==> src/sv/pdist_pkg.sv <==
// Shared constants for the polyline point distance block.
package pdist_pkg;

	localparam int DIST_BITS = 25;
	localparam int MIN_BITS  = 26;
	localparam int OUT_TDATA_BITS = ((DIST_BITS + 7) / 8) * 8;

	localparam logic [DIST_BITS-1:0] DIST_SAT  = 25'h1FFFFFF;
	localparam logic [MIN_BITS-1:0]  MIN_RESET = 26'h3FFFFFF;

endpackage

==> src/sv/pdist_front.sv <==
// Front end: classifies a segment request and builds a Bresenham walk command.
module pdist_front #(
	parameter int COORD_BITS = 12,
	parameter int CMD_BITS   = 8 * COORD_BITS + 12
) (
	input  logic signed [COORD_BITS-1:0] seg_x0,
	input  logic signed [COORD_BITS-1:0] seg_y0,
	input  logic signed [COORD_BITS-1:0] seg_x1,
	input  logic signed [COORD_BITS-1:0] seg_y1,
	input  logic signed [COORD_BITS-1:0] probe_x,
	input  logic signed [COORD_BITS-1:0] probe_y,
	input  logic                         last_segment,
	output logic [CMD_BITS-1:0]          cmd
);

	localparam int CB = COORD_BITS;
	localparam int EW = COORD_BITS + 3;

	logic signed [CB:0]   dx, dy, adx, ady;
	logic signed [EW-1:0] adx_e, ady_e, err, incs, incd;
	logic                 xmaj, swap, dir;
	logic signed [CB-1:0] sx, sy;
	logic [CB-1:0]        cnt;

	always_comb begin
		dx    = (CB+1)'(seg_x1) - (CB+1)'(seg_x0);
		dy    = (CB+1)'(seg_y1) - (CB+1)'(seg_y0);
		adx   = (dx < 0) ? -dx : dx;
		ady   = (dy < 0) ? -dy : dy;
		adx_e = EW'(adx);
		ady_e = EW'(ady);
		xmaj  = (ady <= adx);
		if (xmaj) begin
			err  = (ady_e <<< 1) - adx_e;
			incs = ady_e <<< 1;
			incd = (ady_e - adx_e) <<< 1;
			swap = (seg_x0 > seg_x1);
			dir  = swap ? (seg_y0 > seg_y1) : (seg_y1 > seg_y0);
			cnt  = adx[CB-1:0];
		end else begin
			err  = (adx_e <<< 1) - ady_e;
			incs = adx_e <<< 1;
			incd = (adx_e - ady_e) <<< 1;
			swap = (seg_y0 > seg_y1);
			dir  = swap ? (seg_x0 > seg_x1) : (seg_x1 > seg_x0);
			cnt  = ady[CB-1:0];
		end
		sx  = swap ? seg_x1 : seg_x0;
		sy  = swap ? seg_y1 : seg_y0;
		cmd = {last_segment, dir, xmaj, incd, incs, err, cnt, probe_y, probe_x, sy, sx};
	end

endmodule

==> src/sv/pdist_fifo.sv <==
// Two-entry command queue between the front end and the walker.
module pdist_fifo #(
	parameter int WIDTH = 8
) (
	input  logic             clk,
	input  logic             arst_n,
	input  logic             push,
	input  logic [WIDTH-1:0] push_data,
	output logic             full,
	input  logic             pop,
	output logic             valid,
	output logic [WIDTH-1:0] pop_data
);

	logic [WIDTH-1:0] mem_q [2];
	logic             wr_q, rd_q;
	logic [1:0]       count_q;

	assign full     = (count_q == 2'd2);
	assign valid    = (count_q != 2'd0);
	assign pop_data = mem_q[rd_q];

	always_ff @(posedge clk or negedge arst_n) begin
		if (!arst_n) begin
			wr_q    <= 1'b0;
			rd_q    <= 1'b0;
			count_q <= 2'd0;
		end else begin
			if (push)
				wr_q <= ~wr_q;
			if (pop)
				rd_q <= ~rd_q;
			count_q <= count_q + 2'(push) - 2'(pop);
		end
	end

	always_ff @(posedge clk) begin
		if (push)
			mem_q[wr_q] <= push_data;
	end

endmodule

==> src/sv/pdist_walk.sv <==
// Back end: walks segment pixels, forms squared distance, keeps the running minimum.
module pdist_walk #(
	parameter int COORD_BITS = 12,
	parameter int CMD_BITS   = 8 * COORD_BITS + 12
) (
	input  logic                              clk,
	input  logic                              arst_n,
	input  logic                              cmd_valid,
	input  logic [CMD_BITS-1:0]               cmd,
	output logic                              cmd_pop,
	output logic                              res_valid,
	input  logic                              res_ready,
	output logic [pdist_pkg::DIST_BITS-1:0]   res_dist
);

	localparam int CB = COORD_BITS;
	localparam int EW = COORD_BITS + 3;
	localparam int DW = 2 * COORD_BITS + 2;
	localparam int SW = (DW > pdist_pkg::MIN_BITS) ? DW : pdist_pkg::MIN_BITS;

	// command fields
	logic signed [CB-1:0] c_sx, c_sy, c_qx, c_qy;
	logic [CB-1:0]        c_cnt;
	logic signed [EW-1:0] c_err, c_incs, c_incd;
	logic                 c_xmaj, c_dir, c_last;

	assign {c_last, c_dir, c_xmaj, c_incd, c_incs, c_err, c_cnt, c_qy, c_qx, c_sy, c_sx} = cmd;

	// walker state
	logic                 busy_q;
	logic signed [CB-1:0] cx_q, cy_q, qx_q, qy_q;
	logic [CB-1:0]        cnt_q;
	logic signed [EW-1:0] err_q, incs_q, incd_q;
	logic                 xmaj_q, dir_q, last_q;

	// distance pipeline
	logic                 v_s1, emit_s1, v_s2, emit_s2;
	logic signed [CB:0]   ex_s1, ey_s1;
	logic [2*CB:0]        sqx_s2, sqy_s2;
	logic signed [2*CB+1:0] px, py;

	logic [pdist_pkg::MIN_BITS-1:0]  min_q;
	logic                            out_valid_q;
	logic [pdist_pkg::DIST_BITS-1:0] out_data_q;

	logic                            adv, step_minor;
	logic [DW-1:0]                   sum;
	logic [SW-1:0]                   sum_w;
	logic [pdist_pkg::DIST_BITS-1:0] dist_clip;
	logic [pdist_pkg::MIN_BITS-1:0]  new_min;
	logic signed [CB-1:0]            minor_step;

	assign adv     = !(v_s2 && emit_s2 && out_valid_q && !res_ready);
	assign cmd_pop = cmd_valid && adv && (!busy_q || cnt_q == '0);

	assign res_valid = out_valid_q;
	assign res_dist  = out_data_q;

	always_comb begin
		step_minor = !err_q[EW-1];
		minor_step = dir_q ? CB'(1) : -CB'(1);
		px    = (2*CB+2)'(ex_s1) * (2*CB+2)'(ex_s1);
		py    = (2*CB+2)'(ey_s1) * (2*CB+2)'(ey_s1);
		sum   = DW'(sqx_s2) + DW'(sqy_s2);
		sum_w = SW'(sum);
		dist_clip = (sum_w > SW'(pdist_pkg::DIST_SAT)) ? pdist_pkg::DIST_SAT
		                                               : sum_w[pdist_pkg::DIST_BITS-1:0];
		new_min = ({1'b0, dist_clip} < min_q) ? {1'b0, dist_clip} : min_q;
	end

	always_ff @(posedge clk or negedge arst_n) begin
		if (!arst_n) begin
			busy_q      <= 1'b0;
			v_s1        <= 1'b0;
			v_s2        <= 1'b0;
			out_valid_q <= 1'b0;
			min_q       <= pdist_pkg::MIN_RESET;
		end else begin
			if (res_ready)
				out_valid_q <= 1'b0;
			if (adv) begin
				v_s1 <= busy_q;
				v_s2 <= v_s1;
				if (cmd_pop)
					busy_q <= 1'b1;
				else if (busy_q && cnt_q == '0)
					busy_q <= 1'b0;
				if (v_s2) begin
					if (emit_s2) begin
						out_valid_q <= 1'b1;
						min_q       <= pdist_pkg::MIN_RESET;
					end else begin
						min_q <= new_min;
					end
				end
			end
		end
	end

	always_ff @(posedge clk) begin
		if (adv) begin
			ex_s1   <= (CB+1)'(qx_q) - (CB+1)'(cx_q);
			ey_s1   <= (CB+1)'(qy_q) - (CB+1)'(cy_q);
			emit_s1 <= last_q && (cnt_q == '0);
			sqx_s2  <= px[2*CB:0];
			sqy_s2  <= py[2*CB:0];
			emit_s2 <= emit_s1;
			if (v_s2 && emit_s2)
				out_data_q <= new_min[pdist_pkg::DIST_BITS-1:0];
			if (cmd_pop) begin
				cx_q   <= c_sx;
				cy_q   <= c_sy;
				qx_q   <= c_qx;
				qy_q   <= c_qy;
				cnt_q  <= c_cnt;
				err_q  <= c_err;
				incs_q <= c_incs;
				incd_q <= c_incd;
				xmaj_q <= c_xmaj;
				dir_q  <= c_dir;
				last_q <= c_last;
			end else if (busy_q && cnt_q != '0) begin
				cnt_q <= cnt_q - CB'(1);
				err_q <= step_minor ? err_q + incd_q : err_q + incs_q;
				if (xmaj_q) begin
					cx_q <= cx_q + CB'(1);
					if (step_minor)
						cy_q <= cy_q + minor_step;
				end else begin
					cy_q <= cy_q + CB'(1);
					if (step_minor)
						cx_q <= cx_q + minor_step;
				end
			end
		end
	end

endmodule

==> src/sv/polyline_point_distance.sv <==
// The final pixel's distance passes the difference, square and output registers.
// Throughput: the walker visits one pixel per cycle unless the held output stalls it;
//   a segment has major-axis length + 1 pixels (up to 2^COORD_BITS); back-to-back segments overlap.
// A two-entry queue lets the front accept requests while the walker is busy.
// Reset (arst_n low, async): queue empty, walker idle, running minimum all ones.
// Output register holds a result until taken; the walker stalls behind it.
module polyline_point_distance #(
	parameter int COORD_BITS = 12
) (
	input  logic                                    clk,
	input  logic                                    arst_n,
	input  logic                                    s_tvalid,
	output logic                                    s_tready,
	// seg_x0, seg_y0, seg_x1, seg_y1, probe_x, probe_y (lowest bits first), zero pad
	input  logic [((6*COORD_BITS+7)/8)*8-1:0]       s_tdata,
	// last_segment
	input  logic                                    s_tuser,
	output logic                                    m_tvalid,
	input  logic                                    m_tready,
	// min_dist_sq, zero pad
	output logic [pdist_pkg::OUT_TDATA_BITS-1:0]    m_tdata
);

	localparam int CB       = COORD_BITS;
	localparam int CMD_BITS = 8 * COORD_BITS + 12;

	logic                 q_full, q_valid, q_pop, push;
	logic [CMD_BITS-1:0]  cmd_in, cmd_out;
	logic [pdist_pkg::DIST_BITS-1:0] min_dist;

	assign s_tready = !q_full;
	assign push     = s_tvalid && !q_full;
	assign m_tdata  = pdist_pkg::OUT_TDATA_BITS'(min_dist);

	pdist_front #(.COORD_BITS(CB), .CMD_BITS(CMD_BITS)) u_front (
		.seg_x0       (s_tdata[CB-1:0]),
		.seg_y0       (s_tdata[2*CB-1:CB]),
		.seg_x1       (s_tdata[3*CB-1:2*CB]),
		.seg_y1       (s_tdata[4*CB-1:3*CB]),
		.probe_x      (s_tdata[5*CB-1:4*CB]),
		.probe_y      (s_tdata[6*CB-1:5*CB]),
		.last_segment (s_tuser),
		.cmd          (cmd_in)
	);

	pdist_fifo #(.WIDTH(CMD_BITS)) u_fifo (
		.clk       (clk),
		.arst_n    (arst_n),
		.push      (push),
		.push_data (cmd_in),
		.full      (q_full),
		.pop       (q_pop),
		.valid     (q_valid),
		.pop_data  (cmd_out)
	);

	pdist_walk #(.COORD_BITS(CB), .CMD_BITS(CMD_BITS)) u_walk (
		.clk       (clk),
		.arst_n    (arst_n),
		.cmd_valid (q_valid),
		.cmd       (cmd_out),
		.cmd_pop   (q_pop),
		.res_valid (m_tvalid),
		.res_ready (m_tready),
		.res_dist  (min_dist)
	);

endmodule

==> config.mk <==
export PLATFORM = sky130hd
export DESIGN_NAME = polyline_point_distance
export DESIGN_NICKNAME = d
export VERILOG_FILES = /design/src/sv/pdist_pkg.sv /design/src/sv/pdist_front.sv /design/src/sv/pdist_fifo.sv /design/src/sv/pdist_walk.sv /design/src/sv/polyline_point_distance.sv
export SDC_FILE = /design/constraint.sdc
export NUM_CORES = 2
export LEC_CHECK = 0
export ABC_AREA = 0
export BUFFER_PORTS_ARGS = -buffer_cell sky130_fd_sc_hd__buf_2
export CAP_MARGIN = 20
export CORE_ASPECT_RATIO = 0.6
export CORE_MARGIN = 10
export CORE_UTILIZATION = 57
export CTS_BUF_LIST = sky130_fd_sc_hd__clkbuf_4 sky130_fd_sc_hd__clkbuf_8
export DETAILED_ROUTE_END_ITERATION = 10
export GPL_TIMING_DRIVEN = 0
export PLACE_DENSITY_LB_ADDON = 0.08
export SYNTH_ARGS = -nofsm -noshare
export SYNTH_HDL_FRONTEND = slang
export SYNTH_SLANG_ARGS = --single-unit
==> constraint.sdc <==
create_clock -name clk -period 7.89 [get_ports clk]
set_input_delay 1.578 -clock clk [delete_from_list [all_inputs] [get_ports clk]]
set_output_delay 1.578 -clock clk [all_outputs]
set_load 0.01 [all_outputs]
==> summary.txt <==
Detailed routing
  • Drt first pass iters: 6
  • Drt first-iter violations: 2072
  • Final wirelength: 92400 um
  • DR vias: between 20000 and 25000
  • WL/cell: between 20 and 25 um
  • Via/cell ratio: around 5.7
  • DRC violations left: 0
  • Final ANT Viol Nets: 0

Critical path
  • Worst path arrival time: between 7 and 8 ns
  • WS Path Type: input pin to flip-flop
  • Req. time, crit path: about 8 ns
  • CP startpoint kind: input pin
  • Critical path capture point type: flip-flop
  • Crit-path max FO: 10

STA
  • Unrepaired setup endpoints after global routing: no
  • Tcrit/Tclk final: ~94%
  • Clk_skew: 0.0344 ns
  • TNS Setup: 0 ns
  • Worst hold slack: 0.437 ns
  • Min Tclk post-route: between 7 and 8 ns
  • Slew Limit Fails: 0
  • Final count of hold timing violations: 0
  • Slew at the pin closest to its max-slew limit: 1.16 ns
  • F_max: between 100 and 150 MHz
  • Final setup fails: 0
  • Slew margin rel.: between 20% and 30%

Power and ir drop
  • Sequential power share: between 40 and 50%
  • Peak VDD IR: between 150 and 200 uV
  • Clock power frac: around a quarter
  • Power Density: 213 nW/um^2
  • Leakage: 17.6 nW
  • Int Power: 5.40 mW
  • Logic pwr share: about 35%
  • Tot Pwr: approximately 8.4 mW
  • Net Sw Frac: 35.5%
  • Psw: 2.98 mW

GRT
  • All-Layer GR Usage: approximately a quarter
  • Total congestion overflow: 0
  • Vias in the first global route: 25300
  • Initial antenna violation count: 1
  • Largest net degree at the start of global routing: 74
  • Global-route wire length before repair: roughly 150000 um

Synth
  • Yosys reg bits: between 400 and 500
  • Number of flops mapped to enable cells by yosys: 413
  • Register area share after synthesis: between 30% and 40%
  • Number of distinct library cells after synthesis: 87
  • Post-synth ARST share: 7.61%
  • Cell count after synthesis: around 3200
  • Synth Flop Type: edfxtp_1
  • Synthesized area: 35900 sq um
  • Yosys warns: 0
  • Syn Area/Cell: 11.1 sq um

Cells and area
  • Fillers: approximately 5100
  • Synth-to-Final Area Change: 9.37%
  • Final core occ: approximately 63%
  • Layout cell share with drive strength beyond 1: roughly an eighth
  • Finished Cell Area: around 39000 sq um
  • Layout Nets: ~4100

Floorplanning
  • Die Wd: 344 um
  • Die area: ~74000 sq um
  • Core area: between 60000 and 70000 sq um
  • Initial Util: between 50% and 60%
  • Die Ht: 214 um
  • IO Pins: 111
  • Std cell rows: 71

Clocking
  • Clock sinks: around 450
  • CTS Buf Count: just over 70
  • Worst-Skew Late Latency: approximately 0.7 ns
  • CTS tree: yes
  • Setup Fix Bufs, Post-CTS: 0
  • Root buf cell: clkbuf_8
  • CTS max path bufs: 3
  • Reg clk slew, reported paths: approximately 0.060 ns
  • H-tree depth: 3

Place
  • GPL Wtd Cong: approximately 0.94
  • DP Area: 37700 sq um
  • I/O Buffers: just over 100
  • DPL Wire Length: between 70000 and 80000 um

Flow run
  • Max cap viols: 0

Worst hold path
  • Hold Crit Class: flip-flop to flip-flop

Run status
  • Status: finished clean
-- registers in the layout, summed over array words and instances, names as in the netlist, 13 cells and up --
register / cells
u_walk.incd_q: 14
u_walk.res_dist: 25
u_walk.sqy_s2: 24
u_walk.err_q: 14
u_walk.min_q: 26
u_walk.ex_s1: 13
u_walk.sqx_s2: 24
u_walk.ey_s1: 13
u_fifo.mem_q: 208
u_walk.incs_q: 13
-- cells in the final DEF (no fill, tap or decap), types with 41 or more instances in the layout --
cell / n
fa_1: 290
a21oi_1: 161
mux2i_1: 69
nor3_1: 60
nand2_1: 183
and2_1: 96
a21o_1: 51
clkbuf_1: 57
nor2b_1: 41
buf_2: 125
xnor2_1: 132
nor2_1: 188
ha_1: 322
inv_1: 474
o21ai_0: 105
mux2_2: 76
clkbuf_8: 76
xor2_1: 51
edfxtp_1: 413
-- final timing paths --
path / end / slack, ns / start / depth (start not counted)
min in group asynchronous: u_walk.v_s2$_DFFE_PN0N_ / 1.06 / arst_n / 1
worst min register to register: u_walk.emit_s2$_DFFE_PN_ / 0.44 / u_walk.emit_s1$_DFFE_PN_ / 0
worst max register to register: u_walk.sqy_s2[24]$_DFFE_PN_ / 0.67 / u_walk.ey_s1[3]$_DFFE_PN_ / 21
worst max-delay path: u_fifo.mem_q[1][106]$_DFFE_PP_ / 0.47 / s_tdata[24] / 24
max in group asynchronous: u_fifo.count_q[1]$_DFF_PN0_ / 6.29 / arst_n / 1
worst min-delay path: u_walk.emit_s2$_DFFE_PN_ / 0.44 / u_walk.emit_s1$_DFFE_PN_ / 0
-- Yosys cell counts (32+ instances only) --
cell / n / share of area, %
a211oi_1: 33 / 0.69
a21o_1: 51 / 1.1
a21oi_1: 161 / 2.2
and2_1: 96 / 1.7
clkbuf_1: 58 / 0.61
edfxtp_1: 413 / 35
fa_1: 290 / 16
ha_1: 322 / 11
inv_1: 476 / 5.0
mux2_2: 76 / 2.4
mux2i_1: 70 / 2.0
nand2_1: 183 / 1.9
nand2b_1: 33 / 0.58
nand3_1: 32 / 0.45
nor2_1: 190 / 2.0
nor2b_1: 41 / 0.72
nor3_1: 60 / 0.84
o21ai_0: 105 / 1.5
xnor2_1: 134 / 3.3
xor2_1: 52 / 1.3
-- power by group through the flow --
stage / clock network (mW) / registers (mW) / logic (mW)
floorplan: 0 / 3.44 / 1.85
global placement: 0 / 3.49 / 2.70
detailed placement: 0 / 3.44 / 2.79
CTS: 2.14 / 3.39 / 2.81
global route: 2.24 / 3.42 / 3.10
finish: 2.09 / 3.39 / 2.89
-- cell type report --
| type | instances | area, sq um | share of cell area [%] |
|---|---|---|---|
| diodes | 1 | 2.50 | 0.00638 |
| plain buffers | 97 | 452 | 1.15 |
| clock buffers | 101 | 1230 | 3.14 |
| clock inverters | 30 | 234 | 0.596 |
| inverters | 477 | 1790 | 4.57 |
| multi-input cells | 2231 | 20400 | 52.1 |
| flip-flops and latches | 447 | 13300 | 33.9 |
| well taps | 839 | 1050 | 2.68 |
| repair buffers | 114 | 741 | 1.89 |
-- metrics by stage --
step | std cells | setup WS (ns)
floorplan | 3252 | 1.26
global placement | 4194 | -1.79
detailed placement | 4203 | -0.404
CTS | 4334 | 0.365
global route | 4337 | 0.00163
finish | 4337 | 0.472
-- cell families (layout without fill, tap and decap cells) --
logic type               count (synthesis)  after routing  synth area share, %
flip-flops                             447            447                 37.0
multiplexers                           168            168                 5.06
AO/OA/AOI/OAI                          535            535                 9.84
adder cells (fa/ha/maj)                612            612                 27.4
XOR/XNOR                               188            188                 4.63
buffers and inverters                  574            819                 6.25
AND/OR/NAND/NOR                        720            720                 9.76
other                                    1              9               0.0105
-- per-layer routing --
| layer | share of wire [%] | global-route usage, % |
|---|---|---|
| met4 | 1.0 | 3.83 |
| met3 | 8.4 | 6.00 |
| met1 | 51 | 41.3 |
| met5 | 0 | 0 |
| met2 | 39 | 33.7 |
-- worst max-delay path, cell delays in order --
cell and delay (ns):
buf_2 0.13, inv_1 0.06, ha_1 0.15, inv_1 0.05, fa_1 0.39, a21o_1 0.22, a211o_1 0.35, a2111oi_4 0.38
nor3_1 0.14, o22ai_4 0.32, mux2i_2 0.67, inv_1 0.24, fa_1 0.49, nand2b_1 0.16, a21boi_0 0.26, o21ai_0 0.19
a21oi_1 0.33, o211ai_2 0.24, buf_4 0.26, buf_2 0.23, nor4_1 0.43, a21oi_1 0.07, nand3_1 0.12, o21ai_0 0.25
-- what timing repair did --
item	4_1_cts	5_1_grt
endpoints found under the setup margin	0	107
hold endpoints to repair	0	0
hold buffers	0	0
resized for setup	0	8
No activity file was read; power rests on OpenSTA's default activity.
